### src/rtl/npc_pkg.sv
// ----------------------------------------------------------------------------
// npc_pkg
// Types and constants shared by the nearest palette colour block.
// ----------------------------------------------------------------------------
package npc_pkg;

  localparam int unsigned COLOUR_W = 8;
  localparam int unsigned QUERY_W  = 6;   // query byte after the shift by two
  localparam int unsigned PIXEL_W  = 3 * COLOUR_W;
  localparam int unsigned SQ_W     = 2 * COLOUR_W;
  // 3 * 255^2 = 195075 fits in 18 bits
  localparam int unsigned DIST_W   = 18;
  localparam logic [DIST_W-1:0] BEST_START = '1;

  localparam logic FUNC_LOAD  = 1'b0;
  localparam logic FUNC_QUERY = 1'b1;

  typedef struct packed {
    logic [QUERY_W-1:0] red;
    logic [QUERY_W-1:0] green;
    logic [QUERY_W-1:0] blue;
  } npc_qcol_t;

  typedef struct packed {
    logic vld;
    logic last;
  } npc_tag_t;

  typedef enum logic [1:0] {
    ST_IDLE,
    ST_SCAN,
    ST_DRAIN,
    ST_DONE
  } npc_state_e;

endpackage

### src/rtl/npc_dist.sv
// ----------------------------------------------------------------------------
// npc_dist
// Two-stage squared Euclidean distance between a query and one palette entry.
// ----------------------------------------------------------------------------
module npc_dist #(
  parameter int unsigned IdxW = 8
) (
  input  logic                          clk_i,
  input  logic                          rst_ni,
  input  npc_pkg::npc_qcol_t            query_i,
  input  logic [npc_pkg::PIXEL_W-1:0]   pixel_i,
  input  npc_pkg::npc_tag_t             tag_i,
  input  logic [IdxW-1:0]               idx_i,
  output logic [npc_pkg::DIST_W-1:0]    dist_o,
  output npc_pkg::npc_tag_t             tag_o,
  output logic [IdxW-1:0]               idx_o
);

  localparam int unsigned CW = npc_pkg::COLOUR_W;
  localparam int unsigned SW = npc_pkg::SQ_W;
  localparam int unsigned DW = npc_pkg::DIST_W;

  logic [CW-1:0] q_r, q_g, q_b;
  logic [CW-1:0] d_r, d_g, d_b;
  logic [SW-1:0] sq_r_q, sq_g_q, sq_b_q;
  logic [SW-1:0] sq_r_d, sq_g_d, sq_b_d;
  npc_pkg::npc_tag_t tag1_q, tag2_q;
  logic [IdxW-1:0]   idx1_q, idx2_q;
  logic [DW-1:0]     dist_q, dist_d;

  assign q_r = CW'(query_i.red);
  assign q_g = CW'(query_i.green);
  assign q_b = CW'(query_i.blue);

  // absolute differences, entry bytes unshifted
  always_comb begin
    d_r = (q_r > pixel_i[3*CW-1:2*CW]) ? q_r - pixel_i[3*CW-1:2*CW]
                                       : pixel_i[3*CW-1:2*CW] - q_r;
    d_g = (q_g > pixel_i[2*CW-1:CW]) ? q_g - pixel_i[2*CW-1:CW]
                                     : pixel_i[2*CW-1:CW] - q_g;
    d_b = (q_b > pixel_i[CW-1:0]) ? q_b - pixel_i[CW-1:0]
                                  : pixel_i[CW-1:0] - q_b;
    sq_r_d = SW'(d_r) * SW'(d_r);
    sq_g_d = SW'(d_g) * SW'(d_g);
    sq_b_d = SW'(d_b) * SW'(d_b);
  end

  assign dist_d = DW'(sq_r_q) + DW'(sq_g_q) + DW'(sq_b_q);

  always_ff @(posedge clk_i or negedge rst_ni) begin
    if (!rst_ni) begin
      tag1_q <= '0;
      tag2_q <= '0;
    end else begin
      tag1_q <= tag_i;
      tag2_q <= tag1_q;
    end
  end

  always_ff @(posedge clk_i) begin
    sq_r_q <= sq_r_d;
    sq_g_q <= sq_g_d;
    sq_b_q <= sq_b_d;
    idx1_q <= idx_i;
    idx2_q <= idx1_q;
    dist_q <= dist_d;
  end

  assign dist_o = dist_q;
  assign tag_o  = tag2_q;
  assign idx_o  = idx2_q;

endmodule

### config.mk
export PLATFORM = sky130hd
export DESIGN_NAME = npc_dist
export DESIGN_NICKNAME = d
export VERILOG_FILES = /design/src/rtl/npc_pkg.sv /design/src/rtl/npc_dist.sv
export SDC_FILE = /design/constraint.sdc
export NUM_CORES = 1
export LEC_CHECK = 0
export ABC_CLOCK_PERIOD_IN_PS = 2900
export BUFFER_PORTS_ARGS = -buffer_cell sky130_fd_sc_hd__buf_4
export CORE_MARGIN = 2
export CORE_UTILIZATION = 55
export CTS_BUF_LIST = sky130_fd_sc_hd__clkbuf_4 sky130_fd_sc_hd__clkbuf_8 sky130_fd_sc_hd__clkbuf_16
export DETAILED_ROUTE_END_ITERATION = 16
export PLACE_DENSITY_LB_ADDON = 0.2
export SYNTH_ARGS = -nofsm -noshare
export SYNTH_HDL_FRONTEND = slang
export SYNTH_SLANG_ARGS = --single-unit
### constraint.sdc
create_clock -name clk_i -period 2.9 [get_ports clk_i]
set_input_delay 0.145 -clock clk_i [delete_from_list [all_inputs] [get_ports clk_i]]
set_output_delay 0.145 -clock clk_i [all_outputs]
set_load 0.03 [all_outputs]
# Word-level counts from Yosys, hierarchy flattened
# Index checks and enable logic that the tools add are counted.
# Widths: inputs -> output; s select.
[classes]
addsub = 8
n_mul = 3
div_mod_pow = 0
magnitude_cmp = 3
eq_ne = 0
n_shift = 0
n_mux = 3
bitwise = 0
n_reduce_logical = 0
[ops]
columns = ["op", "count"]
rows = [
  ["$mul 8x8->16", 3],
  ["$gt 6x8->1", 3],
  ["$mux 8", 3],
  ["$sub 6x8->8", 3],
  ["$sub 8x6->8", 3],
  ["$add 17x16->18", 1],
  ["$add 16x16->17", 1],
]
[totals]
reg_bits = 86
latch_bits = 0
ram_bits = 0
rom_bits = 0
inputBits = 54
mem_count = 0

# Logic depth before layout (Yosys ltp)
# Gate-level depths: netlist of run 1.
[logic_depth]
depth_word = 3
depth_mapped = 27
mapped_depth_nobuf = 26

# Worst setup path before layout of run 1
# No wires, ideal clock.
[synth_path]
path_type = "in2reg"
from = "input port query_i[0] (netlist name)"
to = "register sq_b_q[15]"
setup_time_ps = 127
arrival_time_ps = 5546
required_ps = 2773
setup_slack_ps = -2773
cell_stages = 25
cell_sequence = "inv_1 -> ha_1 -> inv_1 -> fa_1 -> a21o_1 -> nand2_1 -> a21o_1 -> buf_2 -> mux2i_1 -> xor2_2 -> nor2_1 -> fa_1 -> xnor2_1 -> xnor2_1 -> fa_1 -> inv_1 -> fa_1 -> inv_1 -> ha_1 -> and2_1 -> a2111oi_0 -> o21bai_1 -> a21o_1 -> a221oi_1 -> xnor2_1"
[synth_via]
elab_chain_cells = 3
word_cells_on_any_way = 5
[synth_lines]
columns = ["element", "line", "source"]
rows = [
  ["from (decl)", "npc_dist.sv:10", "input npc_pkg::npc_qcol_t query_i,"],
  ["$sub 8x6->8, or another cell as far along", "npc_dist.sv:42", ": pixel_i[CW-1:0] - q_b;"],
  ["$mux 8 *", "npc_dist.sv:41", "d_b = (q_b > pixel_i[CW-1:0]) ? q_b - pixel_i[CW-1:0]"],
  ["$mul 8x8->16 *", "npc_dist.sv:45", "sq_b_d = SW'(d_b) * SW'(d_b);"],
  ["net sq_b_d[15]", "npc_dist.sv:26", "logic [SW-1:0] sq_r_d, sq_g_d, sq_b_d;"],
  ["to (signal assigned)", "npc_dist.sv:63", "sq_b_q <= sq_b_d;"],
  ["to (decl)", "npc_dist.sv:25", "logic [SW-1:0] sq_r_q, sq_g_q, sq_b_q;"],
]
# Mark *: on every way through the listed nets, which the timed path passes. The rest lies on a longest branch.

# Worst setup path in the final report of run 1
[layout_path]
from = "input port query_i[6] (netlist name)"
to = "register sq_g_q[13]"
[layout_via]
elab_chain_cells = 3
word_cells_on_any_way = 5
[layout_lines]
columns = ["element", "line", "source"]
rows = [
  ["$sub 8x6->8, or another cell as far along", "npc_dist.sv:40", ": pixel_i[2*CW-1:CW] - q_g;"],
  ["$mux 8 *", "npc_dist.sv:39", "d_g = (q_g > pixel_i[2*CW-1:CW]) ? q_g - pixel_i[2*CW-1:CW]"],
  ["$mul 8x8->16 *", "npc_dist.sv:44", "sq_g_d = SW'(d_g) * SW'(d_g);"],
  ["net sq_g_d[13]", "npc_dist.sv:26", ""],
  ["to (signal assigned)", "npc_dist.sv:62", "sq_g_q <= sq_g_d;"],
  ["to (decl)", "npc_dist.sv:25", ""],
]
# Marks and branches as above.

==> results.toml, run 1 <==
[routing]
vias = 8905
drt-vias-per-instance = 5.562
route.final.wire_length_um = 32030
drc_errors_left = 0
drt_iter0_drc = 630
drtPass1Iterations = 7
detail_route.wl_per_cell_um = 20.00
detail-route-antenna-nets = 0

[flow_run]
drv_cap = 0

[synth]
synth-async-reset-ratio = 0.04819
synth-warning-count = 0
syn_inst = 997
post_synth.cell_area_avg_um2 = 9.238
synth_seq_area_share = 0.1826
synth.cell_area_um2 = 9210
netlist.area_leader.share = 0.2108
synth-edff-count = 0
ys_seq_elements = 83
synth_top_cell_by_area = "sky130_fd_sc_hd__fa_1"
synth_flop_cell = "sky130_fd_sc_hd__dfxtp_1"
count_of_unique_library_cells_instantiated_by_yosys = 65
yosys-top-cells-area = "sky130_fd_sc_hd__fa_1 21%, sky130_fd_sc_hd__ha_1 19%, sky130_fd_sc_hd__dfxtp_1 17%, sky130_fd_sc_hd__inv_1 7.7%, sky130_fd_sc_hd__xnor2_1 5.0%"

[setup_path]
critical_path.max_stage_delay_ns = 0.57
cp-start-kind = "input pin"
path_delay_family = "adder cells"
critical_path_buf_inv_count = 6
critPathKind = "in2reg"
critical_path.slowest_cell = "sky130_fd_sc_hd__fa_1"
worst-path-max-fanout = 7
cp.required_ns = 3.17
worst_ep_arrival_time_ns = 5.72
timing.critical_path.to_type = "flip-flop"
crit_top_cell = "sky130_fd_sc_hd__a21o_1"

[floorplan]
fp.coreArea_um2 = 16470
num_rows = 47
design.die.area_um2 = 17800
fp.dieH_um = 133.4
floorplan.io_pins = 82
start_util = 0.5593
die_width_um = 133.4

[final_layout]
layout.cells.most_common = "sky130_fd_sc_hd__buf_4"
layout-drive-gt1-share = 0.4620
final_cell_mix = "322 x sky130_fd_sc_hd__buf_4, 150 x sky130_fd_sc_hd__inv_1, 105 x sky130_fd_sc_hd__ha_1"
num-nets-final = 1666
n_antenna_cell = 0
layout-area-overhead-vs-synth_pct = 55.40
utilization = 0.8692
post_route_standard_cell_area_excluding_fillers_um2 = 14310

[placed_design]
gp_congestion = 0.9151
placed_cell_area_um2 = 12360
post-dp-hpwl_um = 17060
place_worst_setup_slack_ns = -2.672
buffer_ports.inserted = 81

[grt]
wire_length_of_the_first_global_routing_pass_um = 41630
grt_pass1_vias = 9042
gr-usage-all-layers = 0.2911
initial_antenna_violation_count = 1
grt_remaining_overflow = 0
grt_max_degree = 17

[timing]
clock-skew-final_ns = 0.01010
setup-violations-final = 37
tns_ns = -71.03
finalWorstSetupSlack_ns = -2.544
timing.final.hold_violations = 0
grt_setup_unrepaired = "yes"
final-max-slew-violation-count = 0
final.min_clock_period_ns = 5.444
max_clock_freq_ghz = 0.1837
post-route-period-util = 1.877

[clocking]
clk_pin_slew_ns = 0.06
number_of_clock_sinks = 83
number_of_levels_the_h_tree_was_split_into = 3
cts_inserted_buffers = 9
cts_tree = "yes"
clk-insertion-delay-late_ns = 0.36
clk_path_buf_depth = 2
clock_tree.root_cell = "sky130_fd_sc_hd__clkbuf_16"

[hold_path]
min_path_type = "in2async"

[status]
outcome = "finished with violations"
failed_checks = "setup timing"
metal layers:
layer	share of wire	up-vias	global-route usage
met5	0	-	0
met3	0.055	181	0.04490
met4	0.065	0	0.1194
li1	-	3947	-
met2	0.52	447	0.5450
met1	0.36	4330	0.3294
cell families (layout without fill, tap and decap cells):
logic type,after synthesis,in the layout,synth area share
compound gates,171,171,0.1270
simple gates,203,203,0.1022
flops,83,83,0.1826
xor+xnor,78,78,0.08233
other cells,1,3,0.0004072
mux,15,15,0.01807
fa+ha+maj,236,236,0.3997
buf+inv,210,592,0.08776
registers in the layout (all words and copies together) (netlist names):
name	count
dist_o	18
sq_g_q	15
tag_o	2
idx1_q	8
tag1_q	2
idx_o	8
sq_b_q	15
sq_r_q	15
cell type report:
type	count	area, um^2
clock buffer	9	225.2
clock inverter	7	106.4
fill	743	2153
inverter	194	765.7
multi-input combinational	706	8132
sequential	83	1682
tap	220	275.3
timing repair buffer	382	3127
stage by stage:
stage	std cells	hold slack, ns
after floorplan	999	-0.1506
after global placement	1512	-0.05918
after detailed placement	1512	-0.05823
after CTS	1580	0.1209
after global routing	1601	0.1859
final	1601	0.1591
timing repair:
item | in CTS | in global routing
endpoints found under the setup margin | 36 | 38
endpoints found under the hold margin | 14 | 0
setup buffers | 44 | 25
hold buffers | 11 | 0
resized for setup | 135 | 90
pin swaps | 130 | 73
synth_stat cells, types with 7 or more instances:
cell type	instances
sky130_fd_sc_hd__buf_2	10
sky130_fd_sc_hd__xor2_1	18
sky130_fd_sc_hd__nand3_1	11
sky130_fd_sc_hd__nand2_1	24
sky130_fd_sc_hd__nor2_1	103
sky130_fd_sc_hd__nand2b_1	7
sky130_fd_sc_hd__mux2i_1	13
sky130_fd_sc_hd__dfxtp_1	79
sky130_fd_sc_hd__o21ai_0	21
sky130_fd_sc_hd__inv_1	190
sky130_fd_sc_hd__a21oi_1	55
sky130_fd_sc_hd__a21o_1	33
sky130_fd_sc_hd__xnor2_1	53
sky130_fd_sc_hd__fa_1	97
sky130_fd_sc_hd__or2_1	10
sky130_fd_sc_hd__nor3_1	12
sky130_fd_sc_hd__o21bai_1	8
sky130_fd_sc_hd__ha_1	139
final timing paths:
path,start,end,slack [ns],cells after the start
worst max-delay path,query_i[6],sq_g_q[13]$_DFF_P_,-2.54,27
worst min-delay path,rst_ni,tag_o[0]$_DFF_PN0_,0.16,2
worst max register to register,sq_r_q[9]$_DFF_P_,dist_o[15]$_DFF_P_,0.01,8
worst min register to register,idx1_q[4]$_DFF_P_,idx_o[4]$_DFF_P_,0.33,0
max in group asynchronous,rst_ni,tag1_q[0]$_DFF_PN0_,2.64,2
min in group clk_i,idx1_q[4]$_DFF_P_,idx_o[4]$_DFF_P_,0.33,0
Power of run 1 is left out: the tool's default activity adds up to more than one toggle a clock period on the data nets, which glitch-free logic cannot reach.
==> inputs of run 2 (changes only) <==
Settings changed: ABC_AREA set to 1.
==> run 2 against run 1 <==
The run still ends with setup timing left. Register-to-register slack improved by 0.57 ns. Clock-buffer cell count is the same. Non-clock buffer count down 33. Design area rose by 4.8%. Cell count is 16% higher. Area after synthesis up 8.5%. Global-route usage down 2.1 points. Fmax increased by 22%. Setup slack gained 0.97 ns. Critical path type unchanged. Largest cell class unchanged. Highest routed layer unchanged.
==> results.toml, run 2 <==
[timing]
setup-violations-final = 36
post-route-period-util = 1.544
timing.final.hold_violations = 0
grt_setup_unrepaired = "yes"
max_clock_freq_ghz = 0.2234
final-max-slew-violation-count = 0
finalWorstSetupSlack_ns = -1.577
hold_slack_ns = 0.1466
clock-skew-final_ns = 0.007881
final.min_clock_period_ns = 4.477

[grt]
busiest_layer = "met2"
grt_pass1_vias = 9689
gr-usage-all-layers = 0.2697
use_met1 = 0.3281
grt_remaining_overflow = 0
grt.met2_usage = 0.4986
grt.met3_usage = 0.03660
grt_max_degree = 17
wire_length_of_the_first_global_routing_pass_um = 43770
initial_antenna_violation_count = 0

[setup_path]
worst-path-max-fanout = 5
critical_path.slowest_cell = "sky130_fd_sc_hd__fa_1"
cp.required_ns = 3.12
critPathKind = "in2reg"
crit_top_cell = "sky130_fd_sc_hd__fa_1"
cp-start-kind = "input pin"
critical_path.max_stage_delay_ns = 0.51
worst_ep_arrival_time_ns = 4.70
timing.critical_path.to_type = "flip-flop"

[synth]
synth.area.mux_share = 0
synth-warning-count = 0
synth_compound_area_frac = 0.06823
synth-edff-count = 0
synth_flop_cell = "sky130_fd_sc_hd__dfxtp_1"
post_synth.cell_area_avg_um2 = 7.864
count_of_unique_library_cells_instantiated_by_yosys = 43
yosys-top-cells-area = "sky130_fd_sc_hd__fa_1 19%, sky130_fd_sc_hd__ha_1 17%, sky130_fd_sc_hd__dfxtp_1 16%, sky130_fd_sc_hd__inv_1 9.4%, sky130_fd_sc_hd__nand2_1 8.7%"
synthXorXnorAreaFrac = 0.06047
synth_top_cell_by_area = "sky130_fd_sc_hd__fa_1"
synthSimpleGateAreaFrac = 0.2252
post_synth_most_frequent_cells = "251 x sky130_fd_sc_hd__inv_1, 232 x sky130_fd_sc_hd__nand2_1, 139 x sky130_fd_sc_hd__ha_1, 111 x sky130_fd_sc_hd__nor2_1, 97 x sky130_fd_sc_hd__fa_1"
synth.cell_area_um2 = 9995
synthMostInstantiatedCell = "sky130_fd_sc_hd__inv_1"
combinational_family_with_the_most_area_after_synthesis = "adder cells"
synthAdderAreaFrac = 0.3683
syn_inst = 1271
ys_seq_elements = 83
netlist.area_leader.share = 0.1943
synth_seq_area_share = 0.1683
synth-async-reset-ratio = 0.04819

[final_layout]
utilization = 0.8376
final_cell_mix = "309 x sky130_fd_sc_hd__buf_4, 197 x sky130_fd_sc_hd__inv_1, 183 x sky130_fd_sc_hd__nand2_1"
ff_latch_area_um2 = 1682
final.fill_count = 1000
layout-area-overhead-vs-synth_pct = 50.03
instances_no_fill = 1859
layout.cells.most_common = "sky130_fd_sc_hd__buf_4"
layout-drive-gt1-share = 0.4374
n_antenna_cell = 0
multiInputGateArea_um2 = 8847
largest_register_ffs = 18
num-nets-final = 1915

[clocking]
clock_tree.root_cell = "sky130_fd_sc_hd__clkbuf_16"
cts_inserted_buffers = 9
clk_path_buf_depth = 2
clk_pin_slew_ns = 0.06
cts_tree = "yes"
number_of_levels_the_h_tree_was_split_into = 3
clk-insertion-delay-late_ns = 0.34
number_of_clock_sinks = 83

[floorplan]
design.die.area_um2 = 19270
num_rows = 49
fp.dieH_um = 138.8
fp.coreArea_um2 = 17900
floorplan.io_pins = 82
start_util = 0.5583
die_width_um = 138.8

[routing]
vias = 9748
detail_route.wl_per_cell_um = 15.34
drt-vias-per-instance = 5.244
drtPass1Iterations = 6
detail-route-antenna-nets = 0
drc_errors_left = 0
route.final.wire_length_um = 28520
drt_iter0_drc = 593

[placed_design]
post-place-cells = 1789
gp_congestion = 0.9025
place_worst_setup_slack_ns = -1.957
post-dp-hpwl_um = 20020
buffer_ports.inserted = 81

[status]
failed_checks = "setup timing"
outcome = "finished with violations"

[flow_run]
drv_cap = 0

[hold_path]
min_path_type = "in2async"
==> run 2: cell families after synthesis <==
kind of cell,Yosys count
compound gates,118
simple gates,483
buf+inv,281
other cells,1
xor+xnor,69
flops,83
fa+ha+maj,236
==> run 2: repair_timing <==
action	in CTS	in global routing
pin swaps	89	52
hold buffers	11	0
gates cloned	3	0
endpoints found under the setup margin	36	36
hold endpoints to repair	14	0
buffers inserted	29	21
gates resized for setup	141	81
==> run 2: layer usage <==
layer	share of wire	vias to the layer above
met5	0	-
met4	0.035	0
met3	0.043	91
met2	0.53	333
met1	0.40	4697
li1	-	4627
==> run 2: layout make-up <==
class                      instances  area share
sequential                        83      0.1121
multi-input combinational        912      0.5900
clock buffer                       9     0.01502
clock inverter                     7    0.003922
timing repair buffer             349      0.1858
tap                              229     0.01911
inverter                         270     0.07393
==> run 2: worst paths after layout <==
kind                                    from                  end  slack, ns  depth (start not counted)
min in group clk_i         idx1_q[7]$_DFF_P_     idx_o[7]$_DFF_P_       0.33                          0
hold / removal                        rst_ni   tag_o[0]$_DFF_PN0_       0.15                          2
setup / recovery                  query_i[6]   sq_g_q[10]$_DFF_P_      -1.58                         27
setup reg to reg           sq_r_q[8]$_DFF_P_   dist_o[13]$_DFF_P_       0.58                          7
hold reg to reg            idx1_q[7]$_DFF_P_     idx_o[7]$_DFF_P_       0.33                          0
max in group asynchronous             rst_ni  tag1_q[0]$_DFF_PN0_       2.66                          2
==> run 2: critical path, delay by kind of cell <==
kind / cells / cell delay [ns]
fa+ha+maj: 7 / 2.75
simple gates: 8 / 0.85
buf+inv: 10 / 0.72
xor+xnor: 1 / 0.12
compound gates: 1 / 0.09
==> run 2: stage by stage <==
stage | TNS, ns | cell area [um^2]
finish | -45.86 | 14990
global route | -51.29 | 14990
CTS | -41.49 | 14520
detailed placement | -59.19 | 13280
global placement | -55.81 | 13280
floorplan | -43.14 | 10860
Power of run 2 is left out for the same reason.
==> inputs of run 3 (changes only) <==
Settings changed: CELL_PAD_IN_SITES_DETAIL_PLACEMENT set to 1, CELL_PAD_IN_SITES_GLOBAL_PLACEMENT set to 1, CORE_UTILIZATION 55 to 47.
==> run 3 against run 2 <==
The flow now stops in clock tree synthesis. Area after synthesis unchanged. Synthesized cell count unchanged.
==> results.toml, run 3 <==
[clocking]
number_of_clock_sinks = 83
number_of_levels_the_h_tree_was_split_into = 3
cts_resized = 230
post-cts-setup-buffers = 53
clk_path_buf_depth = 2
cts_inserted_buffers = 9
clock_tree.root_cell = "sky130_fd_sc_hd__clkbuf_16"
ctsHoldBuffers = 11

[synth]
count_of_unique_library_cells_instantiated_by_yosys = 43
synth-async-reset-ratio = 0.04819
synth-warning-count = 0
synthAdderAreaFrac = 0.3683
synth.area.mux_share = 0
synth-edff-count = 0
synth_compound_area_frac = 0.06823
synth_top_cell_by_area = "sky130_fd_sc_hd__fa_1"
synthSimpleGateAreaFrac = 0.2252
synthMostInstantiatedCell = "sky130_fd_sc_hd__inv_1"
syn_inst = 1271
netlist.area_leader.share = 0.1943
synth.cell_area_um2 = 9995
synth_seq_area_share = 0.1683
synth_flop_cell = "sky130_fd_sc_hd__dfxtp_1"
post_synth_most_frequent_cells = "251 x sky130_fd_sc_hd__inv_1, 232 x sky130_fd_sc_hd__nand2_1, 139 x sky130_fd_sc_hd__ha_1, 111 x sky130_fd_sc_hd__nor2_1, 97 x sky130_fd_sc_hd__fa_1"
yosys-top-cells-area = "sky130_fd_sc_hd__fa_1 19%, sky130_fd_sc_hd__ha_1 17%, sky130_fd_sc_hd__dfxtp_1 16%, sky130_fd_sc_hd__inv_1 9.4%, sky130_fd_sc_hd__nand2_1 8.7%"
synthXorXnorAreaFrac = 0.06047
ys_seq_elements = 83
post_synth.cell_area_avg_um2 = 7.864
combinational_family_with_the_most_area_after_synthesis = "adder cells"

[status]
run.stop_error = "[ERROR DPL-0033] detailed placement checks failed during check placement."
failed_stage = "clock tree synthesis"
outcome = "stopped before the end"

[floorplan]
fp.dieH_um = 149.8
start_util = 0.4770
floorplan.io_pins = 82
num_rows = 53
die_width_um = 149.8

[placed_design]
buffer_ports.inserted = 81
placed_cell_area_um2 = 13280
post-place-cells = 1827
post-dp-hpwl_um = 29710
gp_congestion = 0.8639
## run 3: cell counts after synthesis
No cell type changed its count.
## run 3: cell families after synthesis
logic type               count (synthesis)
AND/OR/NAND/NOR                        483
AO/OA/AOI/OAI                          118
adder cells (fa/ha/maj)                236
XOR/XNOR                                69
other                                    1
flip-flops                              83
buffers and inverters                  281
## run 3: through the flow
stage / TNS, ns / setup WS [ns]
3_5_place_dp: -68.13 / -2.319
2_1_floorplan: -43.14 / -1.583
3_3_place_gp: -58.63 / -1.967
==> inputs of run 4 (changes only) <==
Settings changed: CELL_PAD_IN_SITES_DETAIL_PLACEMENT 1 to not set, CELL_PAD_IN_SITES_GLOBAL_PLACEMENT 1 to not set, CORE_UTILIZATION 47 to 40, CTS_BUF_LIST sky130_fd_sc_hd__clkbuf_4 sky130_fd_sc_hd__clkbuf_8 sky130_fd_sc_hd__clkbuf_16 to not set, PLACE_DENSITY_LB_ADDON 0.2 to 0.15.
==> run 4 against run 3 <==
The flow now finishes, with violations (setup timing).
==> results.toml, run 4 (synthesis results as in run 2) <==
[setup_path]
critical_path_buf_inv_count = 5
worst_ep_arrival_time_ns = 4.55
critPathKind = "in2reg"
worst-path-max-fanout = 6
startpoint = "query_i[12]"
r2r_cells = 7
critical_path.max_stage_delay_ns = 0.56
cp_num_cells = 24
endpoint = "sq_r_q[14]$_DFF_P_"
reg2reg_setup_slack_ns = 0.60
rr_endpoint = "dist_o[13]$_DFF_P_"
crit-reg2reg-launch = "sq_b_q[4]$_DFF_P_"
critical_path.slowest_cell = "sky130_fd_sc_hd__fa_1"
cp-start-kind = "input pin"
crit_top_cell = "sky130_fd_sc_hd__fa_1"
cp.required_ns = 3.13
timing.critical_path.to_type = "flip-flop"
path_cells = "buf_12 > inv_12 > ha_4 > inv_4 > fa_2 > inv_1 > nor2_1 > nor2_1 > xor2_1 > buf_4 > nand2_4 > nand2_4 > nor2_4 > ha_1 > or2_2 > fa_1 > fa_1 > fa_1 > ha_4 > a21oi_1 > o21ai_2 > a21oi_4 > o21ai_2 > xor2_1"
path_delay_family = "adder cells"

[floorplan]
start_util = 0.4098
fp.coreArea_um2 = 24390
die_width_um = 162.1
num_rows = 57
design.die.area_um2 = 26270
floorplan.io_pins = 82
fp.dieH_um = 162.1

[hold_path]
min_path_type = "in2async"

[clocking]
clk-insertion-delay-late_ns = 0.34
clock_tree.root_cell = "sky130_fd_sc_hd__clkbuf_16"
number_of_clock_sinks = 83
clk_path_buf_depth = 2
number_of_levels_the_h_tree_was_split_into = 3
cts_tree = "yes"
clk_pin_slew_ns = 0.05
cts_inserted_buffers = 9

[final_layout]
num-nets-final = 1915
final_cell_mix = "303 x sky130_fd_sc_hd__buf_4, 196 x sky130_fd_sc_hd__inv_1, 178 x sky130_fd_sc_hd__nand2_1"
final.fill_count = 2130
layout.cells.most_common = "sky130_fd_sc_hd__buf_4"
n_antenna_cell = 0
layout-area-overhead-vs-synth_pct = 51.93
layout-drive-gt1-share = 0.4359
largest_register_ffs = 18

[grt]
grt_max_degree = 14
wire_length_of_the_first_global_routing_pass_um = 41590
initial_antenna_violation_count = 0
grt_remaining_overflow = 0
gr-usage-all-layers = 0.1910
grt_pass1_vias = 9053

[routing]
drc_errors_left = 0
detail-route-antenna-nets = 0
drt_iter0_drc = 376
drt-vias-per-instance = 4.608
drtPass1Iterations = 5
route.final.wire_length_um = 24380
detail_route.wl_per_cell_um = 12.48
vias = 8999

[timing]
clock-skew-final_ns = 0.006721
final.min_clock_period_ns = 4.323
setup-violations-final = 36
max_clock_freq_ghz = 0.2313
grt_setup_unrepaired = "yes"
timing.final.hold_violations = 0
finalWorstSetupSlack_ns = -1.423
post-route-period-util = 1.491
final-max-slew-violation-count = 0

[status]
outcome = "finished with violations"
failed_checks = "setup timing"

[placed_design]
place_worst_setup_slack_ns = -1.940
gp_congestion = 0.8789
post-dp-hpwl_um = 20280
buffer_ports.inserted = 81

[flow_run]
drv_cap = 0
## run 4: final cells by class
type                    instances  area (um^2)  share of cell area
multi-input cells             912         8894              0.5857
repair buffers                349         2809              0.1850
flip-flops and latches         83         1682              0.1107
inverters                     270         1101             0.07251
well taps                     324        405.4             0.02670
clock buffers                  11        242.7             0.01599
clock inverters                 4        51.30            0.003378
## run 4: worst min-delay path by stage
stage	start	slack, ns	end
6_report	rst_ni	0.14	tag_o[1]$_DFF_PN0_
5_1_grt	rst_ni	0.13	tag1_q[1]$_DFF_PN0_
4_1_cts	rst_ni	0.13	tag1_q[1]$_DFF_PN0_
3_5_place_dp	rst_ni	-0.06	tag1_q[0]$_DFF_PN0_
3_3_place_gp	rst_ni	-0.06	tag_o[0]$_DFF_PN0_
2_1_floorplan	rst_ni	-0.15	tag1_q[0]$_DFF_PN0_
## run 4: routing by layer
layer	up-vias	GRT usage	wire length [um]
met4	0	0.02212	104
met5	-	0	0
met2	154	0.3248	11770
met3	10	0.01992	890
met1	4196	0.2709	11610
li1	4639	-	-
## run 4: repair_timing
item	CTS	global route
hold buffers	11	0
endpoints found under the hold margin	14	0
gates resized for setup	162	73
endpoints found under the setup margin	36	36
pin swaps	113	42
cloned	3	0
buffers inserted	24	13
## run 4: stage by stage
step,std cells,hold WS [ns],TNS (ns),utilization,area (um^2)
final,1953,0.1365,-42.83,0.6226,15180
after global routing,1953,0.1312,-49.59,0.6226,15180
after CTS,1941,0.1287,-41.64,0.6063,14790
after detailed placement,1892,-0.05746,-59.74,0.5518,13460
after global placement,1892,-0.05856,-58.12,0.5518,13460
after floorplan,1273,-0.1506,-43.14,-,10860
Power of run 4 is left out for the same reason.
